## config.mk

```make
export PLATFORM = sky130hd
export DESIGN_NAME = timeout_timer_bank_top
export DESIGN_NICKNAME = d
export VERILOG_FILES = /design/src/rtl/tmb_pkg.sv /design/src/rtl/tmb_table.sv /design/src/rtl/tmb_timebase.sv /design/src/rtl/timeout_timer_bank_top.sv
export SDC_FILE = /design/constraint.sdc
export NUM_CORES = 1
export LEC_CHECK = 0
export ABC_CLOCK_PERIOD_IN_PS = 9700
export BUFFER_PORTS_ARGS = -buffer_cell sky130_fd_sc_hd__buf_2
export CAP_MARGIN = 20
export CORE_UTILIZATION = 60
export DETAILED_ROUTE_END_ITERATION = 8
export GPL_ROUTABILITY_DRIVEN = 0
export PLACE_DENSITY = 0.77
export SLEW_MARGIN = 20
export SYNTH_ARGS = -nofsm -noshare
export SYNTH_HDL_FRONTEND = slang
export SYNTH_SLANG_ARGS = --single-unit
```

## constraint.sdc

```tcl
create_clock -name i_clk -period 9.7 [get_ports i_clk]
set_clock_uncertainty 0.15 [all_clocks]
set_input_delay 0.97 -clock i_clk [delete_from_list [all_inputs] [get_ports i_clk]]
set_output_delay 0.97 -clock i_clk [all_outputs]
set_load 0.005 [all_outputs]
```

## src/rtl/tmb_pkg.sv

```systemverilog
`default_nettype none
package tmb_pkg;

    // action codes
    localparam logic [2:0] ACT_TICK   = 3'd0;
    localparam logic [2:0] ACT_START  = 3'd1;
    localparam logic [2:0] ACT_STOP   = 3'd2;
    localparam logic [2:0] ACT_FORCE  = 3'd3;
    localparam logic [2:0] ACT_CHECK  = 3'd4;
    localparam logic [2:0] ACT_QUERY  = 3'd5;

    // limit markers
    localparam logic [15:0] MARK_STOPPED = 16'hFFF0;
    localparam logic [15:0] MARK_EXPIRED = 16'hFFF1;

    localparam logic [15:0] TPS_RESET = 16'd100;

    typedef struct packed {
        logic [15:0] limit;
        logic [15:0] stamp;
    } t_entry;

    localparam t_entry ENTRY_RESET = '{limit: MARK_EXPIRED, stamp: 16'h0000};

    typedef struct packed {
        logic [15:0] fine;
        logic [15:0] second;
        logic [15:0] fine_next;
    } t_timebase;

endpackage
`default_nettype wire

```

## src/rtl/tmb_table.sv

```systemverilog
`default_nettype none
module tmb_table
    import tmb_pkg::*;
#(
    parameter int TIMER_COUNT = 16,
    parameter int AW = 4
) (
    input  wire logic          i_clk,
    input  wire logic          i_rst_n,
    input  wire logic          i_rd_en,
    input  wire logic [AW-1:0] i_rd_addr,
    output t_entry             o_rd_data,
    input  wire logic          i_wr_en,
    input  wire logic [AW-1:0] i_wr_addr,
    input  wire t_entry        i_wr_data
);

    t_entry                 r_mem [TIMER_COUNT];
    logic [TIMER_COUNT-1:0] r_written;
    t_entry                 r_rd_word;
    logic                   r_rd_written;

    // entry memory, one write and one registered read per cycle
    always_ff @(posedge i_clk) begin
        if (i_wr_en) begin
            r_mem[i_wr_addr] <= i_wr_data;
        end
        if (i_rd_en) begin
            r_rd_word <= r_mem[i_rd_addr];
        end
    end

    // per-entry written flags: an unwritten entry reads as the reset entry
    always_ff @(posedge i_clk) begin
        if (!i_rst_n) begin
            r_written    <= '0;
            r_rd_written <= 1'b0;
        end else begin
            if (i_wr_en) begin
                r_written[i_wr_addr] <= 1'b1;
            end
            if (i_rd_en) begin
                r_rd_written <= r_written[i_rd_addr];
            end
        end
    end

    assign o_rd_data = r_rd_written ? r_rd_word : ENTRY_RESET;

endmodule
`default_nettype wire

```

## src/rtl/tmb_timebase.sv

```systemverilog
`default_nettype none
module tmb_timebase
    import tmb_pkg::*;
(
    input  wire logic        i_clk,
    input  wire logic        i_rst_n,
    input  wire logic        i_tick,
    input  wire logic        i_cfg_we,
    input  wire logic [15:0] i_cfg_data,
    output t_timebase        o_tb
);

    logic [15:0] r_tps;
    logic [15:0] r_fine;
    logic [15:0] r_second;
    logic [15:0] r_prescale;
    logic [15:0] n_prescale_dec;

    assign n_prescale_dec = r_prescale - 16'd1;

    always_ff @(posedge i_clk) begin
        if (!i_rst_n) begin
            r_tps      <= TPS_RESET;
            r_fine     <= 16'd0;
            r_second   <= 16'd0;
            r_prescale <= 16'd1;
        end else begin
            if (i_cfg_we) begin
                r_tps <= i_cfg_data;
            end
            if (i_tick) begin
                r_fine <= r_fine + 16'd1;
                if (n_prescale_dec == 16'd0) begin
                    r_prescale <= r_tps;
                    r_second   <= r_second + 16'd1;
                end else begin
                    r_prescale <= n_prescale_dec;
                end
            end
        end
    end

    assign o_tb.fine      = r_fine;
    assign o_tb.second    = r_second;
    assign o_tb.fine_next = i_tick ? r_fine + 16'd1 : r_fine;

endmodule
`default_nettype wire

```

## src/rtl/timeout_timer_bank_top.sv

```systemverilog
// The o_valid strobe is registered from busy; entry read at accept, then execute.
// A new item is taken only while busy is low; busy is high for the execute cycle, when
// the entry memory's registered read data is modified and written back.
// Every item gives exactly one result, held for one cycle; the receiver cannot stall.
// Reset (i_rst_n low, synchronous): all timers expired, fine and seconds bases 0,
// prescaler 1, ticks_per_second 100; no clearing pass, per-entry flags serve instead.
`default_nettype none
module timeout_timer_bank_top
    import tmb_pkg::*;
#(
    parameter int TIMER_COUNT = 16
) (
    input  wire logic        i_clk,
    input  wire logic        i_rst_n,
    input  wire logic        start,
    output logic             busy,
    input  wire logic [2:0]  i_action,
    input  wire logic [3:0]  i_timer_index,
    input  wire logic        i_seconds_base,
    input  wire logic [15:0] i_wait_time,
    input  wire logic        i_cfg_we,
    input  wire logic [15:0] i_cfg_data,
    output logic             o_valid,
    output logic             o_expired,
    output logic [15:0]      o_remaining,
    output logic [15:0]      o_fine_now
);

    localparam int AW = (TIMER_COUNT > 1) ? $clog2(TIMER_COUNT) : 1;

    // item accepted this cycle
    logic accept;
    assign accept = start && !busy;

    // item held for its execute cycle
    logic          r_busy;
    logic [2:0]    r_act;
    logic          r_idx_ok;
    logic          r_secs;
    logic [15:0]   r_wait;
    logic [AW-1:0] r_addr;

    always_ff @(posedge i_clk) begin
        if (!i_rst_n) begin
            r_busy <= 1'b0;
        end else begin
            r_busy <= accept;
        end
        if (accept) begin
            r_act    <= i_action;
            r_idx_ok <= (32'(i_timer_index) < TIMER_COUNT);
            r_secs   <= i_seconds_base;
            r_wait   <= i_wait_time;
            r_addr   <= AW'(i_timer_index);
        end
    end

    assign busy = r_busy;

    // timer entries: read at accept, written back in the execute cycle
    t_entry rd_entry;
    t_entry n_wr_entry;
    logic   n_wr_en;

    tmb_table #(
        .TIMER_COUNT(TIMER_COUNT),
        .AW         (AW)
    ) u_table (
        .i_clk    (i_clk),
        .i_rst_n  (i_rst_n),
        .i_rd_en  (accept),
        .i_rd_addr(AW'(i_timer_index)),
        .o_rd_data(rd_entry),
        .i_wr_en  (n_wr_en),
        .i_wr_addr(r_addr),
        .i_wr_data(n_wr_entry)
    );

    // time bases advance only on a tick in the execute cycle
    t_timebase tb;
    logic      tick;
    assign tick = r_busy && (r_act == ACT_TICK);

    tmb_timebase u_timebase (
        .i_clk     (i_clk),
        .i_rst_n   (i_rst_n),
        .i_tick    (tick),
        .i_cfg_we  (i_cfg_we),
        .i_cfg_data(i_cfg_data),
        .o_tb      (tb)
    );

    // execute: two subtracts and compares on the fetched entry
    logic [15:0] now;
    logic [15:0] elapsed;
    logic [15:0] left;
    logic        is_marker;
    logic        n_expired;
    logic [15:0] n_remaining;

    assign now       = r_secs ? tb.second : tb.fine;
    assign elapsed   = now - rd_entry.stamp;
    assign left      = rd_entry.limit - elapsed;
    assign is_marker = (rd_entry.limit == MARK_STOPPED) || (rd_entry.limit == MARK_EXPIRED);

    always_comb begin
        n_wr_en     = 1'b0;
        n_wr_entry  = rd_entry;
        n_expired   = 1'b0;
        n_remaining = 16'd0;
        unique case (r_act)
            ACT_START, ACT_STOP, ACT_FORCE: begin
                n_wr_en          = r_busy && r_idx_ok;
                n_wr_entry.stamp = now;
                if (r_act == ACT_START) begin
                    n_wr_entry.limit = r_wait;  // marker waits act as markers
                end else if (r_act == ACT_STOP) begin
                    n_wr_entry.limit = MARK_STOPPED;
                end else begin
                    n_wr_entry.limit = MARK_EXPIRED;
                end
            end
            ACT_CHECK: begin
                if (r_idx_ok) begin
                    if (rd_entry.limit == MARK_EXPIRED) begin
                        n_expired = 1'b1;
                    end else if (rd_entry.limit != MARK_STOPPED &&
                                 elapsed >= rd_entry.limit) begin
                        // latch the expired marker
                        n_expired        = 1'b1;
                        n_wr_en          = r_busy;
                        n_wr_entry.limit = MARK_EXPIRED;
                    end
                end
            end
            ACT_QUERY: begin
                if (r_idx_ok && !is_marker && left <= rd_entry.limit) begin
                    n_remaining = left;
                end
            end
            default: begin
                // tick and unused codes leave the entries alone
            end
        endcase
    end

    // result register: one-cycle strobe
    always_ff @(posedge i_clk) begin
        if (!i_rst_n) begin
            o_valid <= 1'b0;
        end else begin
            o_valid <= r_busy;
        end
        if (r_busy) begin
            o_expired   <= n_expired;
            o_remaining <= n_remaining;
            o_fine_now  <= tb.fine_next;
        end
    end

    // execute lasts exactly one cycle
    a_busy_one_cycle: assert property (@(posedge i_clk) disable iff (!i_rst_n)
        busy |=> !busy)
        else $error("busy held past one cycle");

    a_accept_busy: assert property (@(posedge i_clk) disable iff (!i_rst_n)
        (start && !busy) |=> busy)
        else $error("accepted item not executed");

    a_busy_result: assert property (@(posedge i_clk) disable iff (!i_rst_n)
        busy |=> o_valid)
        else $error("executed item gave no result");

    a_result_idle: assert property (@(posedge i_clk) disable iff (!i_rst_n)
        o_valid |-> !busy)
        else $error("result overlaps an execute cycle");

    a_no_write_idle: assert property (@(posedge i_clk) disable iff (!i_rst_n)
        n_wr_en |-> (r_busy && r_idx_ok))
        else $error("entry write outside an execute cycle");

endmodule
`default_nettype wire

```

==> impl_results.md, run 1 <==
- Cell area power density: 188 nW/um^2
- Syn Std Cell Area: 28800 sq um
- Mapped Nets: 1787
- TritonCTS buffer count: 69
- Fin crit period: 6.82 ns
- Required time of the worst setup path: 10.01 ns
- Footprint of the multi-input gates: approximately 8700 sq um
- Worst-path clk slew: 0.06 ns
- Maximum clock path buffer count: 3
- Max Clock Freq: 0.147 GHz
- WL final: 68900 microns
- Routed wire per std cell: 27.9 microns
- Pin count of the biggest net entering global routing: a little over 100
- Slew Limit Headroom: 0.189
- Initial Util: 0.613
- Worst VDD drop: 0.000184 V
- Sequential power share: 0.534
- Die Span X: 221 microns
- Biggest register: u_table.r_mem
- Startpoint types: flip-flop
- Synth Area per Inst: 17.0 sq um
- GRT overflow: 0
- Status: finished clean
- Syn Inst Count: 1690
- Combinational cell fraction of total power: 0.039
- Post-route ant nets: 0
- Die area: 48800 sq um
- Gr usage total: 0.289
- Register area: 19700 sq um
- Post-synthesis simple-gate area fraction: 0.0678
- Sw frac: 0.213
- Setup bufs post-CTS: 0
- Lkg Pwr: 0.0110 uW
- Synth Register Bits: 684
- Post-synth EDFFs: 601
- Dpl hpwl: 39800 microns
- Hold buffers post-CTS: 0
- Distinct cell type count after synthesis: 70
- Synth Area in Adders: 0.0236
- Layout cells sized above 1: 0.239
- Final instance area: between 30000 and 40000 sq um
- DR vias/cell: about 6.6
- CP arrival: 7.12 ns
- Net Sw Power: 1290 uW
- Vias in the first global route: 16285
- Sequential element share of the synthesized area: 0.685
- Placed Area: 30100 sq um
- H-tree depth: 3
- Post-CTS sizing: 0
- Post-synth ARST share: 0
- Actual slew at the worst max-slew pin: 1.22 ns
- Port-buffer cells: 78
- CTS tree: done
- Num rows: 79
- Boundary Pins: 79
- Clock sinks: 684
- Post-Synth XOR/XNOR Area: 0.0128
- Post-synthesis mux area share: 0.145
- Setup TNS: 0 ns
- Clk_lat worst skew: 0.62 ns
- # DRC: 0
- Final hold vios: 0
- Yosys warns: 0
- Clock root buffer: clkbuf_16
- Via count: between 15000 and 20000
- Core Area: ~47000 sq um
- Clock power frac: 0.427
- Largest family of logic cells by synthesized area: multiplexers
- Ys flop type: edfxtp_1
- Overall Power: 6060 uW
- Max reg flops: between 500 and 600
- RSZ-0062 raised after global routing: false
- Pre-antenna DRT Iters: 5
- Critical path endpoint category: flip-flop
- Post-layout nets: 1903
- Die Ht: around 220 microns
- Synth top cells by count: 601 x edfxtp_1, 165 x mux4_2, 110 x nand2_1
- Biggest regs: u_table.r_mem: 512 flops, u_table.r_rd_word: 32 flops
- Ranking of synthesized cells by area: edfxtp_1 63%, mux4_2 13%, dfxtp_1 5.8%, ha_1 2.2%, nand2_1 1.4%
- Initial antenna violation count: 4
- Cell with the most instances after synthesis: edfxtp_1
- Max Slew Vio Count: 0
- FILL cells: 2879
- Number of maximum-capacitance violations: 0
- Int Pwr: ~4800 uW
- Kind of critical path: reg2reg
- Final setup viols: 0
- Compound-Gate Fraction of Synth Area: 0.0483
- First-pass GRT wire length: 103000 microns
- Share of the synthesized area in the top cell type: 0.627
- Worst-path maximum fanout: 17
- Synth area leader: edfxtp_1
- Final Cycle Share: 0.703
- Iteration-0 DRC Markers: ~1700
- Layout area overhead: 12.2%
- Worst hold path type: reg2reg
==> metal layers <==
metal  wire length, microns  global-route usage
met2                  33900               0.473
met5                      5                   0
met3                   6070              0.0633
met4                   2460               0.113
met1                  26500               0.381
==> cells in the final DEF, fill, tap and decap left out, drive strengths merged, types with 13 or more instances in the layout <==
cell / netlist / layout
buf: 24 / 124
nand3: 23 / 23
edfxtp: 601 / 601
nor3: 28 / 28
o21ai: 42 / 42
inv: 46 / 50
ha: 51 / 51
nor4: 16 / 16
xor2: 16 / 16
a21o: 17 / 17
nand2b: 29 / 29
and2: 34 / 34
nand2: 110 / 110
a21oi: 56 / 56
clkbuf: 57 / 91
nor2: 54 / 54
mux2i: 32 / 32
dfxtp: 83 / 83
nand4: 16 / 16
clkinv: 0 / 22
mux4: 165 / 165
xnor2: 26 / 26
mux2: 13 / 13
nor2b: 23 / 23
==> path summary, 6_finish.rpt <==
kind	start	endpoint	slack [ns]	depth (start not counted)
max	r_secs$_DFFE_PP_	o_remaining[14]$_SDFFCE_PN0P_	2.88	24
min	u_table.r_written[11]$_SDFFE_PN0P_	u_table.r_written[11]$_SDFFE_PN0P_	0.30	2
max reg2reg	r_secs$_DFFE_PP_	o_remaining[14]$_SDFFCE_PN0P_	2.88	24
min reg2reg	u_table.r_written[11]$_SDFFE_PN0P_	u_table.r_written[11]$_SDFFE_PN0P_	0.30	2
==> critical path: stages (launching register included) <==
cell,delay [ns]
edfxtp_1,0.77
mux2i_1,0.31
ha_1,0.21
inv_1,0.06
fa_1,0.45
a21o_1,0.19
a21oi_1,0.29
o21a_1,0.18
o21ai_1,0.08
a21o_1,0.22
a21o_1,0.18
a311oi_1,0.49
ha_1,0.37
a21o_1,0.21
a21o_1,0.18
a21o_1,0.20
nor3_1,0.26
nor2_1,0.08
ha_1,0.30
nand4_1,0.11
or2_2,0.33
nand4b_1,0.20
a21o_1,0.28
a2111oi_0,0.36
o21bai_1,0.17
==> cells by family after synthesis <==
family,count (synthesis)
AOI/OAI and AO/OA,203
xor gates and xnor gates,42
adders and majority gates,53
buffers and inverters,127
DFF,684
muxes,210
and+or+nand+nor,371
==> power by group through the flow <==
stage	combinational, uW	clock (uW)	sequential, uW
after CTS	232	2630	3230
final	234	2590	3230
after global routing	250	2730	3230
after floorplan	167	0	3280
after detailed placement	230	0	3290
after global placement	224	0	3290
==> area by class of cell <==
| cell class | count | share of cell area |
|---|---|---|
| clock buffers | 89 | 0.0568 |
| multi-input cells | 879 | 0.269 |
| well taps | 607 | 0.0235 |
| repair buffers | 126 | 0.0238 |
| flip-flops and latches | 684 | 0.610 |
| diodes | 1 | 0.0000775 |
| inverters | 46 | 0.00535 |
| clock inverters | 34 | 0.0107 |
==> through the flow <==
stage | instances | utilization | worst slack, ns | hold slack, ns
2_1_floorplan | 1690 | - | 1.11 | 0.264
5_1_grt | 2466 | 0.688 | 2.38 | 0.322
6_report | 2466 | 0.688 | 2.88 | 0.299
3_5_place_dp | 2340 | 0.640 | 3.05 | 0.283
3_3_place_gp | 2340 | 0.640 | 3.24 | 0.278
4_1_cts | 2463 | 0.687 | 3.01 | 0.297
Power figures use the tool's default switching activity.
==> inputs of run 2 (changes only) <==
--- a/config.mk
+++ b/config.mk
@@ -5,13 +5,13 @@
 export SDC_FILE = /design/constraint.sdc
 export NUM_CORES = 1
 export LEC_CHECK = 0
-export ABC_CLOCK_PERIOD_IN_PS = 9700
+export ABC_CLOCK_PERIOD_IN_PS = 6150
 export BUFFER_PORTS_ARGS = -buffer_cell sky130_fd_sc_hd__buf_2
 export CAP_MARGIN = 20
-export CORE_UTILIZATION = 60
+export CORE_UTILIZATION = 56
 export DETAILED_ROUTE_END_ITERATION = 8
 export GPL_ROUTABILITY_DRIVEN = 0
-export PLACE_DENSITY = 0.77
+export PLACE_DENSITY = 0.76
 export SLEW_MARGIN = 20
 export SYNTH_ARGS = -nofsm -noshare
 export SYNTH_HDL_FRONTEND = slang
==> constraint.sdc (replaced) <==
create_clock -name i_clk -period 6.15 [get_ports i_clk]
set_clock_uncertainty 0.15 [all_clocks]
set_input_delay 0.615 -clock i_clk [delete_from_list [all_inputs] [get_ports i_clk]]
set_output_delay 0.615 -clock i_clk [all_outputs]
set_load 0.005 [all_outputs]
==> run 2 against run 1 <==
Compared with the run above: die area increased by 7.1%; wire length increased by 1.5%; clock power increased by 61%; first-iteration DRC count increased by 7.0%; global-route usage decreased by 1.7 points; worst hold slack got worse by 0.27 ns; non-clock buffer count increased by 18; fmax increased by 14%; total power increased by 60%; flip-flop and latch count unchanged; sequential share of layout area decreased by 1.2 points.
==> impl_results.md, run 2 (synthesis results as in run 1) <==
- Boundary Pins: slightly below 80
- Clock sinks: roughly 680
- Hold buffers post-CTS: 0
- Status: finished clean
- Worst hold path type: in2reg
- Worst VDD drop: 0.000184 V
- WHS Endpoint: r_wait[13]$_DFFE_PP_
- Max Clock Freq: about 0.17 GHz
- Die Ht: between 200 and 250 microns
- Core Area: 50400 sq um
- R2r worst-path depth: 24
- First-pass GRT wire length: 104000 microns
- Cell area power density: 293 nW/um^2
- Slowest stage cell, crit path: mux2_2
- Most frequent CP cell: ha_1
- Final Worst Setup Slack: about 0.15 ns
- Final setup viols: 0
- Maximum clock path buffer count: 3
- Flop2flop setup slack: 0.15 ns
- Worst reg2reg path startpoint: r_secs$_DFFE_PP_
- CTS tree: done
- Max reg flops: between 500 and 600
- Worst Hold Depth: 1
- Dpl hpwl: 38700 microns
- Number of maximum-capacitance violations: 0
- Critical path endpoint category: flip-flop
- Layout area overhead: 14.5%
- Post-layout nets: between 1500 and 2000
- Initial antenna violation count: 1
- Hold Path Origin: i_wait_time[13]
- CP Buf/Inv Count: 2
- Via count: 16468
- H-tree depth: 3
- Iteration-0 DRC Markers: 1838
- TritonCTS buffer count: 68
- Pin count of the biggest net entering global routing: between 100 and 150
- RSZ-0062 raised after global routing: true
- Worst-path maximum fanout: 7
- FILL cells: 3207
- Worst-path clk slew: 0.06 ns
- Initial Util: 0.571
- Lkg Pwr: 0.0113 uW
- Startpoint types: flip-flop
- # DRC: 0
- Dpl ws: 0.0530 ns
- Overall Power: 9660 uW
- Post-route ant nets: 0
- Biggest regs: u_table.r_mem: 512 flops, u_table.r_rd_word: 32 flops
- Final hold vios: 0
- Slew Limit Headroom: 0.237
- Routed wire per std cell: around 27 microns
- CP arrival: 6.30 ns
- Worst path cell trace: buf_4 -> mux2_2 -> ha_1 -> nor2b_1 -> o21ai_0 -> a2111oi_2 -> nor4b_1 -> buf_4 -> nor2_1 -> xnor2_1 -> ha_1 -> a21o_1 -> a21oi_2 -> o211ai_1 -> a31oi_2 -> a21oi_1 -> xor2_1 -> ha_1 -> nand4_1 -> or2_2 -> nand4b_1 -> a21o_1 -> a2111oi_2 -> o21bai_1
- Layout cells sized above 1: 0.252
- Final Cycle Share: 0.976
- Fin crit period: 6.00 ns
- Pre-antenna DRT Iters: 5
- Clock root buffer: clkbuf_16
- Commonest non-fill, non-tap cells in the layout: 601 x edfxtp_1, 165 x mux4_2, 110 x nand2_1, 82 x dfxtp_1, 76 x buf_2
- DR vias/cell: 6.47
- Commonest non-fill, non-tap cell in the layout: edfxtp_1
- Clk_lat worst skew: between 0.6 and 0.7 ns
- Die Span X: 229 microns
- Actual slew at the worst max-slew pin: roughly 1.1 ns
- Port-buffer cells: around 80
- WL final: 69900 microns
- Gr usage total: 0.272
- Kind of critical path: reg2reg
- Final hold slack: 0.0316 ns
- Max Slew Vio Count: 0
- GRT overflow: 0
- Biggest register: u_table.r_mem
- Slowest cell delay on critical path: around 0.38 ns
- Num rows: 82
- Required time of the worst setup path: 6.45 ns
- Family with the most delay on the worst path: compound AO/OA/AOI/OAI gates
- Number of inserted diodes: 0
- Vias in the first global route: 16568
- Die area: approximately 52000 sq um
- R2r endpoint: o_remaining[14]$_SDFFCE_PN0P_
## run 2: cell count changes in the layout (fill, tap and decap cells not counted), moves of 3 or more
cell,before,now
a2111oi_2,0,3
a2111oi_0,3,0
nor4_4,0,12
bufinv_16,4,8
nor4_2,12,0
nor3_4,0,4
nor3_2,6,3
clkbuf_1,18,12
buf_12,0,18
## run 2: routing by layer
| layer | part of all wire | track usage |
|---|---|---|
| met1 | 0.39 | 0.369 |
| met2 | 0.51 | 0.458 |
| met3 | 0.080 | 0.0351 |
| met4 | 0.025 | 0.0889 |
| met5 | 0 | 0 |
## run 2: worst register-to-register path, cell delays in order (launching register included)
cell       delay [ns]
edfxtp_1         0.37
buf_4            0.17
mux2_2           0.38
ha_1             0.27
nor2b_1          0.12
o21ai_0          0.27
a2111oi_2        0.14
nor4b_1          0.30
buf_4            0.18
nor2_1           0.05
xnor2_1          0.15
ha_1             0.38
a21o_1           0.21
a21oi_2          0.18
o211ai_1         0.17
a31oi_2          0.33
a21oi_1          0.16
xor2_1           0.18
ha_1             0.32
nand4_1          0.10
or2_2            0.32
nand4b_1         0.22
a21o_1           0.24
a2111oi_2        0.34
o21bai_1         0.16
## run 2: cell type report
type | instances | area, sq um | area share
Sequential cell | 684 | 19700 | 0.598
Clock buffer | 84 | 1820 | 0.0554
Clock inverter | 35 | 413 | 0.0125
Inverter | 46 | 173 | 0.00524
Tap cell | 672 | 841 | 0.0255
Timing Repair Buffer | 144 | 1120 | 0.0341
Multi-Input combinational cell | 879 | 8870 | 0.269
## run 2: power breakdown
group | leakage, uW | internal [uW] | switching, uW | total, uW
Combinational | 0.00389 | 159 | 227 | 386
Clock | 0.00109 | 2450 | 1730 | 4180
Sequential | 0.00628 | 5060 | 38.2 | 5100
Total | 0.0113 | 7670 | 1990 | 9660
## run 2: worst max-delay path by stage
| stage | startpoint | to | depth (start not counted) |
|---|---|---|---|
| floorplan | r_secs$_DFFE_PP_ | u_table.r_mem[10][0]$_DFFE_PP_ | 23 |
| CTS | r_secs$_DFFE_PP_ | o_remaining[14]$_SDFFCE_PN0P_ | 24 |
| global placement | r_secs$_DFFE_PP_ | o_remaining[14]$_SDFFCE_PN0P_ | 24 |
| detailed placement | r_secs$_DFFE_PP_ | o_remaining[14]$_SDFFCE_PN0P_ | 24 |
| finish | r_secs$_DFFE_PP_ | o_remaining[14]$_SDFFCE_PN0P_ | 24 |
| global route | r_secs$_DFFE_PP_ | o_remaining[14]$_SDFFCE_PN0P_ | 24 |
## run 2: timing repair
action                     4_1_cts  5_1_grt
pin swaps                        0        5
setup endpoints to repair        1      256
setup buffers                    0        4
resized for setup                1       14
## run 2: stage by stage
step	cell area, sq um	utilization	cells	setup TNS (ns)
final	33000	0.654	2544	0
after global routing	33000	0.654	2544	-0.411
after CTS	32900	0.652	2540	0
after detailed placement	30600	0.608	2421	0
after global placement	30600	0.608	2421	0
after floorplan	29000	-	1690	0
